**src/design/iosf_pkg.sv**
```systemverilog
// iosf_pkg: shared widths, types and helpers of the imu offset/spike filter
// no dependencies; used by every file in design/
`default_nettype none

package iosf_pkg;

    localparam int AXES      = 6;
    localparam int RAW_W     = 16;
    localparam int VAL_W     = 17;
    localparam int SUM_W     = 33;
    localparam int QUO_W     = 32;
    localparam int CNT_W     = 16;
    localparam int ONE_G_W   = 15;
    localparam int CFG_IDX_W = 2;
    localparam int CFG_DAT_W = 17;
    localparam int DIV_STEPS = QUO_W;
    localparam int Z_LANE    = 2;
    localparam int ACCEL_LANES = 3;

    typedef logic signed [VAL_W-1:0] t_s17;

    // configuration register indexes
    typedef enum logic [CFG_IDX_W-1:0] {
        CFG_ACCEL_TH  = 2'd0,
        CFG_GYRO_TH   = 2'd1,
        CFG_CALIB_CNT = 2'd2,
        CFG_ONE_G     = 2'd3
    } t_cfg_idx;

    // per-item controls broadcast to all lanes
    typedef struct packed {
        logic capture;
        logic calc_cur;
        logic calc_cmp;
        logic upd_last;
        logic accum;
        logic div_load;
        logic div_step;
        logic div_apply;
    } t_lane_ctrl;

    // clamp a 34-bit signed value to the 17-bit signed range
    function automatic t_s17 sat17(input logic signed [33:0] v);
        t_s17 res;
        if ((&v[33:VAL_W-1]) || !(|v[33:VAL_W-1])) begin
            res = v[VAL_W-1:0];
        end else if (v[33]) begin
            res = {1'b1, {(VAL_W-1){1'b0}}};
        end else begin
            res = {1'b0, {(VAL_W-1){1'b1}}};
        end
        return res;
    endfunction

endpackage

`default_nettype wire

```
**src/design/iosf_if.sv**
```systemverilog
// iosf_if: valid/ready channel interfaces for input, result and config words
// depends on iosf_pkg
`default_nettype none

interface iosf_in_if;
    logic valid;
    logic ready;
    logic req_type;
    logic signed [iosf_pkg::RAW_W-1:0] raw_accel_x;
    logic signed [iosf_pkg::RAW_W-1:0] raw_accel_y;
    logic signed [iosf_pkg::RAW_W-1:0] raw_accel_z;
    logic signed [iosf_pkg::RAW_W-1:0] raw_gyro_x;
    logic signed [iosf_pkg::RAW_W-1:0] raw_gyro_y;
    logic signed [iosf_pkg::RAW_W-1:0] raw_gyro_z;

    modport source (
        output valid, req_type, raw_accel_x, raw_accel_y, raw_accel_z,
               raw_gyro_x, raw_gyro_y, raw_gyro_z,
        input  ready
    );
    modport sink (
        input  valid, req_type, raw_accel_x, raw_accel_y, raw_accel_z,
               raw_gyro_x, raw_gyro_y, raw_gyro_z,
        output ready
    );
endinterface

interface iosf_out_if;
    logic valid;
    logic ready;
    logic signed [iosf_pkg::VAL_W-1:0] accel_x_out;
    logic signed [iosf_pkg::VAL_W-1:0] accel_y_out;
    logic signed [iosf_pkg::VAL_W-1:0] accel_z_out;
    logic signed [iosf_pkg::VAL_W-1:0] gyro_x_out;
    logic signed [iosf_pkg::VAL_W-1:0] gyro_y_out;
    logic signed [iosf_pkg::VAL_W-1:0] gyro_z_out;
    logic spike_held;
    logic calib_done;

    modport source (
        output valid, accel_x_out, accel_y_out, accel_z_out,
               gyro_x_out, gyro_y_out, gyro_z_out, spike_held, calib_done,
        input  ready
    );
    modport sink (
        input  valid, accel_x_out, accel_y_out, accel_z_out,
               gyro_x_out, gyro_y_out, gyro_z_out, spike_held, calib_done,
        output ready
    );
endinterface

interface iosf_cfg_if;
    logic valid;
    logic ready;
    logic [iosf_pkg::CFG_IDX_W-1:0] index;
    logic [iosf_pkg::CFG_DAT_W-1:0] data;

    modport source (output valid, index, data, input ready);
    modport sink (input valid, index, data, output ready);
endinterface

`default_nettype wire

```
**src/design/iosf_lane.sv**
```systemverilog
// iosf_lane: one axis lane - offset correction, step compare, calibration sum
// and a bit-serial divider for the offset average; depends on iosf_pkg
`default_nettype none

module iosf_lane (
    input  wire                                 i_clk,
    input  wire                                 i_rst_n,
    input  wire iosf_pkg::t_lane_ctrl           i_ctrl,
    input  wire logic signed [iosf_pkg::RAW_W-1:0] i_raw,
    input  wire logic [iosf_pkg::VAL_W-1:0]     i_thresh,
    input  wire logic [iosf_pkg::CNT_W-1:0]     i_div_cnt,
    input  wire logic [iosf_pkg::ONE_G_W-1:0]   i_one_g,
    output logic                                o_over,
    output iosf_pkg::t_s17                      o_cur,
    output iosf_pkg::t_s17                      o_last
);

    logic signed [iosf_pkg::RAW_W-1:0] r_raw;
    iosf_pkg::t_s17                    r_cur;
    iosf_pkg::t_s17                    r_last;
    iosf_pkg::t_s17                    r_offset;
    logic signed [iosf_pkg::SUM_W-1:0] r_sum;
    logic                              r_over;
    logic                              r_neg;
    logic [iosf_pkg::CNT_W-1:0]        r_rem;
    logic [iosf_pkg::QUO_W-1:0]        r_quo;

    logic signed [iosf_pkg::VAL_W:0]   w_corr;
    logic signed [iosf_pkg::VAL_W:0]   w_diff;
    logic [iosf_pkg::VAL_W:0]          w_adiff;
    logic signed [iosf_pkg::SUM_W-1:0] n_sum;
    logic [iosf_pkg::SUM_W-1:0]        w_sum_mag;
    logic [iosf_pkg::CNT_W:0]          w_trial;
    logic                              w_ge;
    logic [iosf_pkg::CNT_W:0]          w_trial_sub;
    logic signed [33:0]                w_avg;
    logic signed [33:0]                w_avg_g;

    always_comb begin
        w_corr    = {{2{r_raw[iosf_pkg::RAW_W-1]}}, r_raw} - {r_offset[iosf_pkg::VAL_W-1], r_offset};
        w_diff    = {r_cur[iosf_pkg::VAL_W-1], r_cur} - {r_last[iosf_pkg::VAL_W-1], r_last};
        w_adiff   = w_diff[iosf_pkg::VAL_W] ? -w_diff : w_diff;
        n_sum     = r_sum + {{(iosf_pkg::SUM_W-iosf_pkg::RAW_W){r_raw[iosf_pkg::RAW_W-1]}}, r_raw};
        w_sum_mag = n_sum[iosf_pkg::SUM_W-1] ? -n_sum : n_sum;
        // restoring divide, one quotient bit per step
        w_trial     = {r_rem, r_quo[iosf_pkg::QUO_W-1]};
        w_ge        = w_trial >= {1'b0, i_div_cnt};
        w_trial_sub = w_trial - {1'b0, i_div_cnt};
        w_avg       = r_neg ? -$signed({2'b00, r_quo}) : $signed({2'b00, r_quo});
        w_avg_g     = w_avg - $signed({19'd0, i_one_g});
    end

    always_ff @(posedge i_clk) begin
        if (i_ctrl.capture) begin
            r_raw <= i_raw;
        end
        if (i_ctrl.calc_cur) begin
            r_cur <= iosf_pkg::sat17({{16{w_corr[iosf_pkg::VAL_W]}}, w_corr});
        end
        if (i_ctrl.calc_cmp) begin
            r_over <= w_adiff > {1'b0, i_thresh};
        end
        if (i_ctrl.div_load) begin
            r_neg <= n_sum[iosf_pkg::SUM_W-1];
            r_quo <= w_sum_mag[iosf_pkg::QUO_W-1:0];
            r_rem <= '0;
        end else if (i_ctrl.div_step) begin
            r_quo <= {r_quo[iosf_pkg::QUO_W-2:0], w_ge};
            r_rem <= w_ge ? w_trial_sub[iosf_pkg::CNT_W-1:0] : w_trial[iosf_pkg::CNT_W-1:0];
        end
    end

    always_ff @(posedge i_clk) begin
        if (!i_rst_n) begin
            r_last   <= '0;
            r_offset <= '0;
            r_sum    <= '0;
        end else begin
            if (i_ctrl.upd_last) begin
                r_last <= r_cur;
            end
            if (i_ctrl.accum) begin
                r_sum <= i_ctrl.div_load ? '0 : n_sum;
            end
            if (i_ctrl.div_apply) begin
                r_offset <= iosf_pkg::sat17(w_avg_g);
            end
        end
    end

    assign o_over = r_over;
    assign o_cur  = r_cur;
    assign o_last = r_last;

endmodule

`default_nettype wire

```
**src/design/iosf_merge.sv**
```systemverilog
// iosf_merge: combines lane compare flags into the spike decision and holds
// the result word register; depends on iosf_pkg and iosf_if
`default_nettype none

module iosf_merge (
    input  wire                               i_clk,
    input  wire                               i_rst_n,
    input  wire                               i_load,
    input  wire                               i_first_pending,
    input  wire                               i_calib_done,
    input  wire logic [iosf_pkg::AXES-1:0]    i_over,
    input  wire iosf_pkg::t_s17               i_cur  [iosf_pkg::AXES],
    input  wire iosf_pkg::t_s17               i_last [iosf_pkg::AXES],
    output logic                              o_spike,
    output logic                              o_free,
    iosf_out_if.source                        o_out
);

    logic           r_valid;
    logic           r_spike;
    logic           r_done;
    iosf_pkg::t_s17 r_val [iosf_pkg::AXES];

    assign o_spike = !i_first_pending && (|i_over);
    assign o_free  = !r_valid || o_out.ready;

    always_ff @(posedge i_clk) begin
        if (!i_rst_n) begin
            r_valid <= 1'b0;
        end else if (i_load) begin
            r_valid <= 1'b1;
        end else if (o_out.ready) begin
            r_valid <= 1'b0;
        end
    end

    always_ff @(posedge i_clk) begin
        if (i_load) begin
            for (int i = 0; i < iosf_pkg::AXES; i++) begin
                r_val[i] <= o_spike ? i_last[i] : i_cur[i];
            end
            r_spike <= o_spike;
            r_done  <= i_calib_done;
        end
    end

    assign o_out.valid       = r_valid;
    assign o_out.accel_x_out = r_val[0];
    assign o_out.accel_y_out = r_val[1];
    assign o_out.accel_z_out = r_val[2];
    assign o_out.gyro_x_out  = r_val[3];
    assign o_out.gyro_y_out  = r_val[4];
    assign o_out.gyro_z_out  = r_val[5];
    assign o_out.spike_held  = r_spike;
    assign o_out.calib_done  = r_done;

endmodule

`default_nettype wire

```
**src/design/imu_offset_spike_filter.sv**
```systemverilog
// imu_offset_spike_filter: top level - six axis lanes, merge stage, sequencer
// and configuration registers; depends on iosf_pkg, iosf_if, iosf_lane, iosf_merge
//
// usage
//   i_in   : one word = req_type plus six raw signed 16-bit axes (accel xyz, gyro xyz)
//   o_out  : one word per input word, six corrected 17-bit axes, spike_held, calib_done
//   i_cfg  : register writes (index 0 accel threshold, 1 gyro threshold,
//            2 calibration count, 3 one g), always ready, write only while idle
//   path: an accepted input word passes capture, correct, compare and merge, and the
//            result word is then held in the output register
//   acceptance: a new word is taken only once the sequencer is back in idle; a
//            calibration word that completes the average also runs the 32 steps of
//            the per-lane bit-serial divider and then loads the offsets before idle
//   stall: the output register holds a finished word while the receiver stalls;
//            the next word is still accepted and worked up to the merge step, where
//            it waits until the output register frees
//   reset: synchronous, active low; offsets, last sample and sums clear, the
//            first-sample flag sets and registers return to their defaults
//   ready on i_in is high only while the sequencer is idle
`default_nettype none

module imu_offset_spike_filter (
    input  wire        i_clk,
    input  wire        i_rst_n,
    iosf_in_if.sink    i_in,
    iosf_out_if.source o_out,
    iosf_cfg_if.sink   i_cfg
);

    localparam int DivCntW = $clog2(iosf_pkg::DIV_STEPS);

    typedef enum logic [2:0] {
        S_IDLE,
        S_CUR,
        S_CMP,
        S_MERGE,
        S_DIV,
        S_APPLY
    } t_state;

    t_state                           r_state;
    logic                             r_first_pending;
    logic [iosf_pkg::CNT_W-1:0]       r_seen;
    logic [DivCntW-1:0]               r_div_cnt;
    logic                             r_req_type;

    // configuration registers
    logic [iosf_pkg::VAL_W-1:0]       r_accel_th;
    logic [iosf_pkg::VAL_W-1:0]       r_gyro_th;
    logic [iosf_pkg::CNT_W-1:0]       r_calib_cnt;
    logic [iosf_pkg::ONE_G_W-1:0]     r_one_g;

    iosf_pkg::t_lane_ctrl             w_ctrl;
    logic signed [iosf_pkg::RAW_W-1:0] w_raw [iosf_pkg::AXES];
    logic [iosf_pkg::AXES-1:0]        w_over;
    iosf_pkg::t_s17                   w_cur  [iosf_pkg::AXES];
    iosf_pkg::t_s17                   w_last [iosf_pkg::AXES];
    logic                             w_spike;
    logic                             w_free;
    logic                             w_accept;
    logic                             w_commit;
    logic                             w_done;
    logic [iosf_pkg::CNT_W-1:0]       w_eff_cnt;
    logic [iosf_pkg::CNT_W:0]         w_seen_inc;

    assign i_in.ready  = (r_state == S_IDLE);
    assign i_cfg.ready = 1'b1;
    assign w_accept    = i_in.valid && i_in.ready;
    assign w_commit    = (r_state == S_MERGE) && w_free;

    // a zero count behaves as one
    assign w_eff_cnt  = (r_calib_cnt == '0) ? iosf_pkg::CNT_W'(1) : r_calib_cnt;
    assign w_seen_inc = {1'b0, r_seen} + (iosf_pkg::CNT_W+1)'(1);
    assign w_done     = r_req_type && (w_seen_inc >= {1'b0, w_eff_cnt});

    always_comb begin
        w_ctrl.capture   = w_accept;
        w_ctrl.calc_cur  = (r_state == S_CUR);
        w_ctrl.calc_cmp  = (r_state == S_CMP);
        w_ctrl.upd_last  = w_commit && !w_spike;
        w_ctrl.accum     = w_commit && r_req_type;
        w_ctrl.div_load  = w_commit && w_done;
        w_ctrl.div_step  = (r_state == S_DIV);
        w_ctrl.div_apply = (r_state == S_APPLY);
    end

    assign w_raw[0] = i_in.raw_accel_x;
    assign w_raw[1] = i_in.raw_accel_y;
    assign w_raw[2] = i_in.raw_accel_z;
    assign w_raw[3] = i_in.raw_gyro_x;
    assign w_raw[4] = i_in.raw_gyro_y;
    assign w_raw[5] = i_in.raw_gyro_z;

    // one lane per axis; accel lanes use the accel threshold, the z lane's offset has one g taken off
    for (genvar g = 0; g < iosf_pkg::AXES; g++) begin : g_lane
        iosf_lane u_lane (
            .i_clk     (i_clk),
            .i_rst_n   (i_rst_n),
            .i_ctrl    (w_ctrl),
            .i_raw     (w_raw[g]),
            .i_thresh  ((g < iosf_pkg::ACCEL_LANES) ? r_accel_th : r_gyro_th),
            .i_div_cnt (w_eff_cnt),
            .i_one_g   ((g == iosf_pkg::Z_LANE) ? r_one_g : '0),
            .o_over    (w_over[g]),
            .o_cur     (w_cur[g]),
            .o_last    (w_last[g])
        );
    end

    iosf_merge u_merge (
        .i_clk           (i_clk),
        .i_rst_n         (i_rst_n),
        .i_load          (w_commit),
        .i_first_pending (r_first_pending),
        .i_calib_done    (w_done),
        .i_over          (w_over),
        .i_cur           (w_cur),
        .i_last          (w_last),
        .o_spike         (w_spike),
        .o_free          (w_free),
        .o_out           (o_out)
    );

    // sequencer
    always_ff @(posedge i_clk) begin
        if (!i_rst_n) begin
            r_state         <= S_IDLE;
            r_first_pending <= 1'b1;
            r_seen          <= '0;
            r_div_cnt       <= '0;
        end else begin
            unique case (r_state)
                S_IDLE: begin
                    if (w_accept) begin
                        r_state <= S_CUR;
                    end
                end
                S_CUR: begin
                    r_state <= S_CMP;
                end
                S_CMP: begin
                    r_state <= S_MERGE;
                end
                S_MERGE: begin
                    // wait here while the output register still holds a word the receiver has not taken
                    if (w_free) begin
                        if (r_req_type) begin
                            r_seen <= w_done ? '0 : w_seen_inc[iosf_pkg::CNT_W-1:0];
                        end
                        if (w_done) begin
                            // new offsets restart the spike comparison
                            r_first_pending <= 1'b1;
                            r_div_cnt       <= '0;
                            r_state         <= S_DIV;
                        end else begin
                            if (!w_spike) begin
                                r_first_pending <= 1'b0;
                            end
                            r_state <= S_IDLE;
                        end
                    end
                end
                S_DIV: begin
                    r_div_cnt <= r_div_cnt + DivCntW'(1);
                    if (r_div_cnt == DivCntW'(iosf_pkg::DIV_STEPS - 1)) begin
                        r_state <= S_APPLY;
                    end
                end
                S_APPLY: begin
                    r_state <= S_IDLE;
                end
                default: begin
                    r_state <= S_IDLE;
                end
            endcase
        end
    end

    always_ff @(posedge i_clk) begin
        if (w_accept) begin
            r_req_type <= i_in.req_type;
        end
    end

    // configuration writes
    always_ff @(posedge i_clk) begin
        if (!i_rst_n) begin
            r_accel_th  <= iosf_pkg::VAL_W'(4177);
            r_gyro_th   <= iosf_pkg::VAL_W'(8192);
            r_calib_cnt <= iosf_pkg::CNT_W'(1024);
            r_one_g     <= iosf_pkg::ONE_G_W'(2048);
        end else if (i_cfg.valid && i_cfg.ready) begin
            unique case (iosf_pkg::t_cfg_idx'(i_cfg.index))
                iosf_pkg::CFG_ACCEL_TH:  r_accel_th  <= i_cfg.data;
                iosf_pkg::CFG_GYRO_TH:   r_gyro_th   <= i_cfg.data;
                iosf_pkg::CFG_CALIB_CNT: r_calib_cnt <= i_cfg.data[iosf_pkg::CNT_W-1:0];
                iosf_pkg::CFG_ONE_G:     r_one_g     <= i_cfg.data[iosf_pkg::ONE_G_W-1:0];
                default: ;
            endcase
        end
    end

endmodule

`default_nettype wire

```
**src/flat_wrapper.sv**
```systemverilog
// flat-port wrapper written by rule: the top's interface ports become plain ports
module imu_offset_spike_filter_flat 
  (i_clk, i_rst_n, i_in_valid, i_in_req_type, i_in_raw_accel_x, i_in_raw_accel_y, i_in_raw_accel_z, i_in_raw_gyro_x, i_in_raw_gyro_y, i_in_raw_gyro_z, i_in_ready, o_out_valid, o_out_accel_x_out, o_out_accel_y_out, o_out_accel_z_out, o_out_gyro_x_out, o_out_gyro_y_out, o_out_gyro_z_out, o_out_spike_held, o_out_calib_done, o_out_ready, i_cfg_valid, i_cfg_index, i_cfg_data, i_cfg_ready);
  iosf_in_if i_in_i ();
  iosf_out_if o_out_i ();
  iosf_cfg_if i_cfg_i ();
  input  wire i_clk;
  input  wire i_rst_n;
  input wire logic [$bits(i_in_i.valid)-1:0] i_in_valid;
  input wire logic [$bits(i_in_i.req_type)-1:0] i_in_req_type;
  input wire logic [$bits(i_in_i.raw_accel_x)-1:0] i_in_raw_accel_x;
  input wire logic [$bits(i_in_i.raw_accel_y)-1:0] i_in_raw_accel_y;
  input wire logic [$bits(i_in_i.raw_accel_z)-1:0] i_in_raw_accel_z;
  input wire logic [$bits(i_in_i.raw_gyro_x)-1:0] i_in_raw_gyro_x;
  input wire logic [$bits(i_in_i.raw_gyro_y)-1:0] i_in_raw_gyro_y;
  input wire logic [$bits(i_in_i.raw_gyro_z)-1:0] i_in_raw_gyro_z;
  output wire logic [$bits(i_in_i.ready)-1:0] i_in_ready;
  output wire logic [$bits(o_out_i.valid)-1:0] o_out_valid;
  output wire logic [$bits(o_out_i.accel_x_out)-1:0] o_out_accel_x_out;
  output wire logic [$bits(o_out_i.accel_y_out)-1:0] o_out_accel_y_out;
  output wire logic [$bits(o_out_i.accel_z_out)-1:0] o_out_accel_z_out;
  output wire logic [$bits(o_out_i.gyro_x_out)-1:0] o_out_gyro_x_out;
  output wire logic [$bits(o_out_i.gyro_y_out)-1:0] o_out_gyro_y_out;
  output wire logic [$bits(o_out_i.gyro_z_out)-1:0] o_out_gyro_z_out;
  output wire logic [$bits(o_out_i.spike_held)-1:0] o_out_spike_held;
  output wire logic [$bits(o_out_i.calib_done)-1:0] o_out_calib_done;
  input wire logic [$bits(o_out_i.ready)-1:0] o_out_ready;
  input wire logic [$bits(i_cfg_i.valid)-1:0] i_cfg_valid;
  input wire logic [$bits(i_cfg_i.index)-1:0] i_cfg_index;
  input wire logic [$bits(i_cfg_i.data)-1:0] i_cfg_data;
  output wire logic [$bits(i_cfg_i.ready)-1:0] i_cfg_ready;
  assign i_in_i.valid = i_in_valid;
  assign i_in_i.req_type = i_in_req_type;
  assign i_in_i.raw_accel_x = i_in_raw_accel_x;
  assign i_in_i.raw_accel_y = i_in_raw_accel_y;
  assign i_in_i.raw_accel_z = i_in_raw_accel_z;
  assign i_in_i.raw_gyro_x = i_in_raw_gyro_x;
  assign i_in_i.raw_gyro_y = i_in_raw_gyro_y;
  assign i_in_i.raw_gyro_z = i_in_raw_gyro_z;
  assign i_in_ready = i_in_i.ready;
  assign o_out_valid = o_out_i.valid;
  assign o_out_accel_x_out = o_out_i.accel_x_out;
  assign o_out_accel_y_out = o_out_i.accel_y_out;
  assign o_out_accel_z_out = o_out_i.accel_z_out;
  assign o_out_gyro_x_out = o_out_i.gyro_x_out;
  assign o_out_gyro_y_out = o_out_i.gyro_y_out;
  assign o_out_gyro_z_out = o_out_i.gyro_z_out;
  assign o_out_spike_held = o_out_i.spike_held;
  assign o_out_calib_done = o_out_i.calib_done;
  assign o_out_i.ready = o_out_ready;
  assign i_cfg_i.valid = i_cfg_valid;
  assign i_cfg_i.index = i_cfg_index;
  assign i_cfg_i.data = i_cfg_data;
  assign i_cfg_ready = i_cfg_i.ready;
  imu_offset_spike_filter u_core (.i_clk(i_clk), .i_rst_n(i_rst_n), .i_in(i_in_i), .o_out(o_out_i), .i_cfg(i_cfg_i));
endmodule
```
**config.mk**
```make
export PLATFORM = sky130hd
export DESIGN_NAME = imu_offset_spike_filter_flat
export DESIGN_NICKNAME = d
export VERILOG_FILES = /design/src/design/iosf_pkg.sv /design/src/design/iosf_if.sv /design/src/design/iosf_lane.sv /design/src/design/iosf_merge.sv /design/src/design/imu_offset_spike_filter.sv /design/src/flat_wrapper.sv
export SDC_FILE = /design/constraint.sdc
export NUM_CORES = 2
export LEC_CHECK = 0
export ABC_AREA = 1
export BUFFER_PORTS_ARGS = -buffer_cell sky130_fd_sc_hd__buf_2
export CAP_MARGIN = 20
export CELL_PAD_IN_SITES_DETAIL_PLACEMENT = 1
export CELL_PAD_IN_SITES_GLOBAL_PLACEMENT = 2
export CORE_MARGIN = 4
export CORE_UTILIZATION = 40
export CTS_CLUSTER_SIZE = 8
export DETAILED_ROUTE_END_ITERATION = 8
export GPL_TIMING_DRIVEN = 1
export PLACE_DENSITY_LB_ADDON = 0.08
export SETUP_SLACK_MARGIN = 0.02
export SYNTH_ARGS = -nofsm -noshare
export SYNTH_HDL_FRONTEND = slang
export SYNTH_SLANG_ARGS = --single-unit
```
**constraint.sdc**
```tcl
create_clock -name i_clk -period 37 [get_ports i_clk]
set_input_delay 7.4 -clock i_clk [delete_from_list [all_inputs] [get_ports i_clk]]
set_output_delay 7.4 -clock i_clk [all_outputs]
set_load 0.05 [all_outputs]
```
# [Yosys cells after proc, flatten, opt, wreduce, memory -nomap -nowiden]
# Memory sizes are Yosys's and may differ from the RTL's.
# Cells that the tools add are included.
[classes] order_cmp=13 div=0 mux=88 add_sub_neg=45 shifts=0 multipliers=0 eq_ne=14 bitwise=0 reduce_logical=74
[ops] cell="2-to-1 mux 32 bit" count=18
[ops] cell="2-to-1 mux 17 bit" count=30
[ops] cell="2-to-1 mux 34 bit" count=6
[ops] cell="negation 32 -> 34 bit" count=6
[ops] cell="adder 33 bit" count=6
[ops] cell="2-to-1 mux 33 bit" count=6
[ops] cell="negation 32 bit" count=6
[ops] cell="2-to-1 mux 16 bit" count=8
[ops] cell="greater-or-equal comparator 17 x 16 -> 1 bit" count=7
[ops] cell="greater-than comparator 18 x 17 -> 1 bit" count=6
[ops] cell="2-to-1 mux 18 bit" count=6
[ops] cell="negation 18 bit" count=6
[ops] cell="AND reduction 18 bit" count=6
[ops] cell="OR reduction 18 bit" count=6
[ops] cell="subtractor 16 x 17 -> 18 bit" count=6
[ops] cell="subtractor 17 x 17 -> 18 bit" count=6
[ops] cell="subtractor 16 bit" count=6
[ops] cell="subtractor 34 x 16 -> 34 bit" count=1
[ops] cell="AND reduction 2 bit" count=10
[ops] cell="adder 16 x 1 -> 17 bit (second input constant)" count=1
[ops] cell="zero test 16 bit" count=1
[ops] cell="zero test 1 bit" count=15
[ops] cell="one-hot mux 3 bit (5 select lines)" count=1
[ops] cell="logical OR 1 bit" count=13
[ops] cell="other kinds (20)" count=51
[totals] mem_bits_rw=102 latchBits=0 input_bits=121 mem_bits_ro=0 out_inout_bits=107 regBits=994 memories=1 elab_cells=301
[memory_table] memory="u_core.u_merge.r_val" depth=6 word_bits=17 rd=6 rd_ports_with_merged_regs=0 wr=6 line="iosf_merge.sv:22" rtl="iosf_pkg::t_s17 r_val [iosf_pkg::AXES];"

# [Depth between registers and ports, before layout]
[logic_depth] ltp_word=7 mapped_depth=32 mapped_depth_nobuf=32

# [Hierarchy]
# From an unflattened synthesis, not the netlist that was laid out.
[unflattened] hier_cells=14414 hier_area_um2=96337.4
[by_module_without_submodules] mod="iosf_lane at u_core.g_lane[2].u_lane ..." seq_area_each_um2=3673.5 area_each_um2=14823.0 instances=3 cells_each=2280
[by_module_without_submodules] mod="iosf_lane at u_core.g_lane[0].u_lane" seq_area_each_um2=3673.5 area_each_um2=14682.8 instances=1 cells_each=2221
[by_module_without_submodules] mod="iosf_lane at u_core.g_lane[1].u_lane" seq_area_each_um2=3673.5 area_each_um2=14222.4 instances=1 cells_each=2171
[by_module_without_submodules] mod="iosf_lane at u_core.g_lane[5].u_lane" seq_area_each_um2=3673.5 area_each_um2=14177.3 instances=1 cells_each=2156
[by_module_without_submodules] mod="iosf_merge" seq_area_each_um2=3143.0 area_each_um2=4639.4 instances=1 cells_each=455
[by_module_without_submodules] mod="imu_offset_spike_filter" seq_area_each_um2=1831.8 area_each_um2=4146.5 instances=1 cells_each=571

# [Worst setup path after synthesis]
# No wires, ideal clock.
[synth_timing] kind="in2reg" from="in o_out_ready" to="reg u_core.g_lane[2].u_lane.r_rem[11] (netlist name)" required_ps=36884 setup_time_ps=116 path_buffers=1 slack_ps=18905 path_stages=11 arrival_time_ps=17980 cell_sequence="nor2_1 > nor4_2 > nand2_1 > inv_1 > nand2_2 > nand2_2 > inv_2 > buf_4 > nand2_1 > a21boi_0 > inv_1"
[synth_via] elab_chain_cells=3
[synth_lines] item="start: declaration" line="flat_wrapper.sv:27" rtl="input wire logic [$bits(o_out_i.ready)-1:0] o_out_ready;"
[synth_lines] item="logical OR 1 bit" line="iosf_merge.sv:25" rtl="assign o_free = !r_valid || o_out.ready;"
[synth_lines] item="logical AND 1 bit" line="imu_offset_spike_filter.sv:69" rtl="assign w_commit = (r_state == S_MERGE) && w_free;"
[synth_lines] item="net u_core.u_merge.i_load" line="iosf_merge.sv:8" rtl="input wire i_load,"
[synth_lines] item="logical AND 1 bit" line="imu_offset_spike_filter.sv:82" rtl="w_ctrl.div_load = w_commit && w_done;"
[synth_lines] item="end signal: assignment" line="iosf_lane.sv:69" rtl="r_rem <= w_ge ? w_trial_sub[iosf_pkg::CNT_W-1:0] : w_trial[iosf_pkg::CNT_W-1:0];"
[synth_lines] item="end: declaration" line="iosf_lane.sv:25" rtl="logic [iosf_pkg::CNT_W-1:0] r_rem;"
# The timed path passes the listed nets, and every way through them passes these cells.
# A chain may end at the register's enable or synchronous reset.

# [Worst setup path in the final report]
[layout_timing] from="in o_out_ready" to="reg u_core.g_lane[5].u_lane.r_rem[7] (netlist name)"
[layout_via] elab_chain_cells=3
[layout_lines] item="logical OR 1 bit" line="iosf_merge.sv:25"
[layout_lines] item="logical AND 1 bit" line="imu_offset_spike_filter.sv:69"
[layout_lines] item="net u_core.u_merge.i_load" line="iosf_merge.sv:8"
[layout_lines] item="logical AND 1 bit" line="imu_offset_spike_filter.sv:82"
[layout_lines] item="end signal: assignment" line="iosf_lane.sv:69"
[layout_lines] item="end: declaration" line="iosf_lane.sv:25"
# The timed path passes the listed nets, and every way through them passes these cells.

==> impl_metrics.toml <==
[sta]
tightest_slew_ns = 1.095
final.period_utilization_pct = 30.40
tns_ns = 0
grt_setup_unrepaired = "false"
fmax_ghz = 0.08889
finalSetupViolCount = 0
hold_violations = 0
slew_violations = 0
holdWs_ns = 0.4640
slew_headroom_pct = 26.73
period_needed_ns = 11.25
skew_ns = 0.04966
fin_ws_ns = 25.75

[logic_synthesis]
ys_ff_latch = 1096
syn_area_per_cell_um2 = 7.028
ys_types = 78
synth_edf_count = 507
netlist_area_um2 = 84850
yosys-top-cells-count = "nand2_1 (3106), inv_1 (1491), nor2_1 (1055)"
synth.area.top_cells = "edfxtp_1 (18%), dfxtp_1 (14%), nand2_1 (14%)"
seq_area_frac_synth_pct = 31.84
syn_nets = 12860
synthArstFlopShare_pct = 0
yosys.area.top_type = "edfxtp_1"
synth_top_area_share_pct = 17.94
yosys_warnings = 0
synth_flop_cell = "dfxtp_1"
syn_inst = 12070
yosysMostFrequentCell = "nand2_1"

[power_and_ir_drop]
seq_power_share_pct = 35.5
internal_power_uw = 2532
p_sw_uw = 1363
power.leakage_uw = 0.04169
swShare_pct = 34.99
total_power_uw = 3895
clkPwrFrac_pct = 38.1
power_density_nw_per_um2 = 41.60
p_comb_share_pct = 26.3
ir_worst_vdd_v = 0.00005056

[floorplanning]
die_w_um = 468.6
ios = 228
core_um2 = 210200
die_h_um = 468.6
dieArea_um2 = 219600
row_count = 168
initial_core_util_pct = 40.36

[worst_setup_path]
reg2regPathDepth = 25
critPathMaxStageDelay_ns = 0.75
crit_type = "input port to flip-flop"
timing.rr.end = "u_core.g_lane[4].u_lane.r_rem[13]"
required_ns = 37.68
start_kind = "input port"
path_cells = "buf_2, nor2_1, nor4_4, buf_12, nand2_4, inv_1, nand2_8, nand2_8, clkinv_2, buf_4, a22oi_1, inv_1"
rrSetupSlack_ns = 30.25
timing.rr.start = "u_core.r_seen[0]"
worst-path-max-fanout = 107
cp-end-kind = "flip-flop"
endpoint = "u_core.g_lane[5].u_lane.r_rem[7]"
cp.arrival_ns = 11.93
cp-startpoint = "o_out_ready"
slowest_stage = "nand2_8"

[layout]
nets = 12980
layout-drive-gt1-share_pct = 5.644
final_core_utilization_pct = 44.55
syn2layout_area_growth_pct = 10.37
nFillCells = 26910

[worst_hold_path]
hp-class = "flip-flop to flip-flop"
whs_path_depth = 2

[detailed_routing]
routed_via_density = 5.360
firstDrtPassIters = 8
avgRoutedWirePerCell_um = 20.08
ant_nets = 0
drcViolationCount = 0
routed_wl_um = 303700
initialDrtViolationCount = 4471
vias = 81090

[outcome]
status = "completed"

[global_routing]
grt_pass1_vias = 82380
grt_pass1_wl_um = 469900
antenna_found_initial = 25
grt_max_degree = 110
grt.total_usage_pct = 26.94
grt.overflow.total = 0

[clocking]
cts.htree.levels = 4
cts_tree = "done"
cts_setup_buffers = 0
postCtsResizedCells = 0
cts-buffers-inserted = 162
clock_latency_ns = 0.84
cts.clk_slew.worst_paths_ns = 0.05
cts_buffer_depth = 3
ctsHoldBuffers = 0
cts_root_buf = "clkbuf_16"
cts_sinks = 1096

[placement]
gp_congestion = 0.8830
post-dp-hpwl_um = 236800
port-buffer-count = 226
pre_cts_slack_ns = 24.85

[job]
maxCapViolCount = 0
-- flip-flops by register name (all words and copies together) (netlist names), 3 cells and up --
register and count:
u_core.r_state 3, u_core.r_accel_th 17, u_core.g_lane.u_lane.r_rem 96, u_core.r_div_cnt 5, u_core.r_one_g 15, u_core.g_lane.u_lane.r_quo 192
u_core.g_lane.u_lane.o_cur 102, u_core.r_seen 16, u_core.u_merge.r_val 102, u_core.r_gyro_th 17, u_core.g_lane.u_lane.o_last 102, u_core.g_lane.u_lane.o_over 6
u_core.g_lane.u_lane.r_raw 96, u_core.g_lane.u_lane.r_sum 198, u_core.g_lane.u_lane.r_neg 6, u_core.r_calib_cnt 16, u_core.g_lane.u_lane.r_offset 102
-- cells by family after synthesis --
group                      share of synthesized area, %
DFF                                               31.84
adders and majority gates                         10.12
AOI/OAI and AO/OA                                 15.04
and+or+nand+nor                                   26.90
buffers and inverters                             8.456
xor gates and xnor gates                          7.637
other                                          0.004420
-- power groups by stage --
stage,logic (µW),clock network [µW],registers [µW]
after floorplan,719,0,1390
after global placement,985,0,1410
after detailed placement,1020,0,1410
after CTS,1020,1520,1380
after global routing,1160,1570,1390
final,1030,1490,1380
-- cell usage in the layout (no fill, tap or decap), drive strengths merged, types with 11 or more instances in the layout --
cell,synthesis,layout
a21boi,64,64
a21o,49,49
a21oi,1020,1020
a22oi,79,79
a31oi,35,35
buf,113,280
clkbuf,219,275
clkinv,6,22
dfxtp,589,589
edfxtp,507,507
fa,25,25
ha,646,646
inv,1512,1515
nand2,3159,3159
nand3,625,625
nand3b,57,57
nand4,178,178
nor2,1095,1095
nor3,173,173
nor4,47,47
o2111ai,11,11
o211ai,32,32
o21a,20,20
o21ai,910,910
o21bai,40,40
o31ai,17,17
or2,33,33
xnor2,195,195
xor2,544,544
-- area by class of cell --
cell class	instances	area [µm²]	area share, %
well taps	2805	3510	3.748
multi-input cells	9126	50740	54.19
diodes	8	20.02	0.02138
inverters	1518	5717	6.105
clock buffers	275	4598	4.910
clock inverters	20	427.9	0.4569
repair buffers	280	1615	1.725
flip-flops and latches	1096	27020	28.85
-- stage by stage --
| stage | instance area [µm²] | std cells |
|---|---|---|
| 2_1_floorplan | 84850 | 12070 |
| 4_1_cts | 93540 | 15120 |
| 6_report | 93650 | 15130 |
| 3_5_place_dp | 88510 | 14820 |
| 3_3_place_gp | 88510 | 14820 |
| 5_1_grt | 93630 | 15120 |
-- how the worst min path moves through the flow --
stage                                    startpoint                                    to  slack, ns
2_1_floorplan     u_core.g_lane[1].u_lane.r_rem[15]     u_core.g_lane[1].u_lane.r_rem[15]       0.43
4_1_cts        u_core.g_lane[3].u_lane.r_offset[16]  u_core.g_lane[3].u_lane.r_offset[16]       0.47
5_1_grt        u_core.g_lane[3].u_lane.r_offset[16]  u_core.g_lane[3].u_lane.r_offset[16]       0.48
6_report       u_core.g_lane[5].u_lane.r_offset[16]  u_core.g_lane[5].u_lane.r_offset[16]       0.46
3_3_place_gp      u_core.g_lane[3].u_lane.r_rem[15]     u_core.g_lane[3].u_lane.r_rem[15]       0.44
3_5_place_dp   u_core.g_lane[3].u_lane.r_offset[16]  u_core.g_lane[3].u_lane.r_offset[16]       0.46
-- routing by layer --
metal / track usage [%] / wire length (µm) / share of wire (%)
met1: 37.97 / 147400 / 49
met2: 44.35 / 138100 / 45
met3: 2.799 / 11310 / 3.7
met4: 6.371 / 6834 / 2.3
met5: 0 / 27 / 0.0089
-- critical path, delay by kind of cell --
kind / cells / cell delay, ns
compound gates: 1 / 0.29
buf+inv: 6 / 2.15
simple gates: 5 / 1.95
No activity file was read; power rests on OpenSTA's default activity.
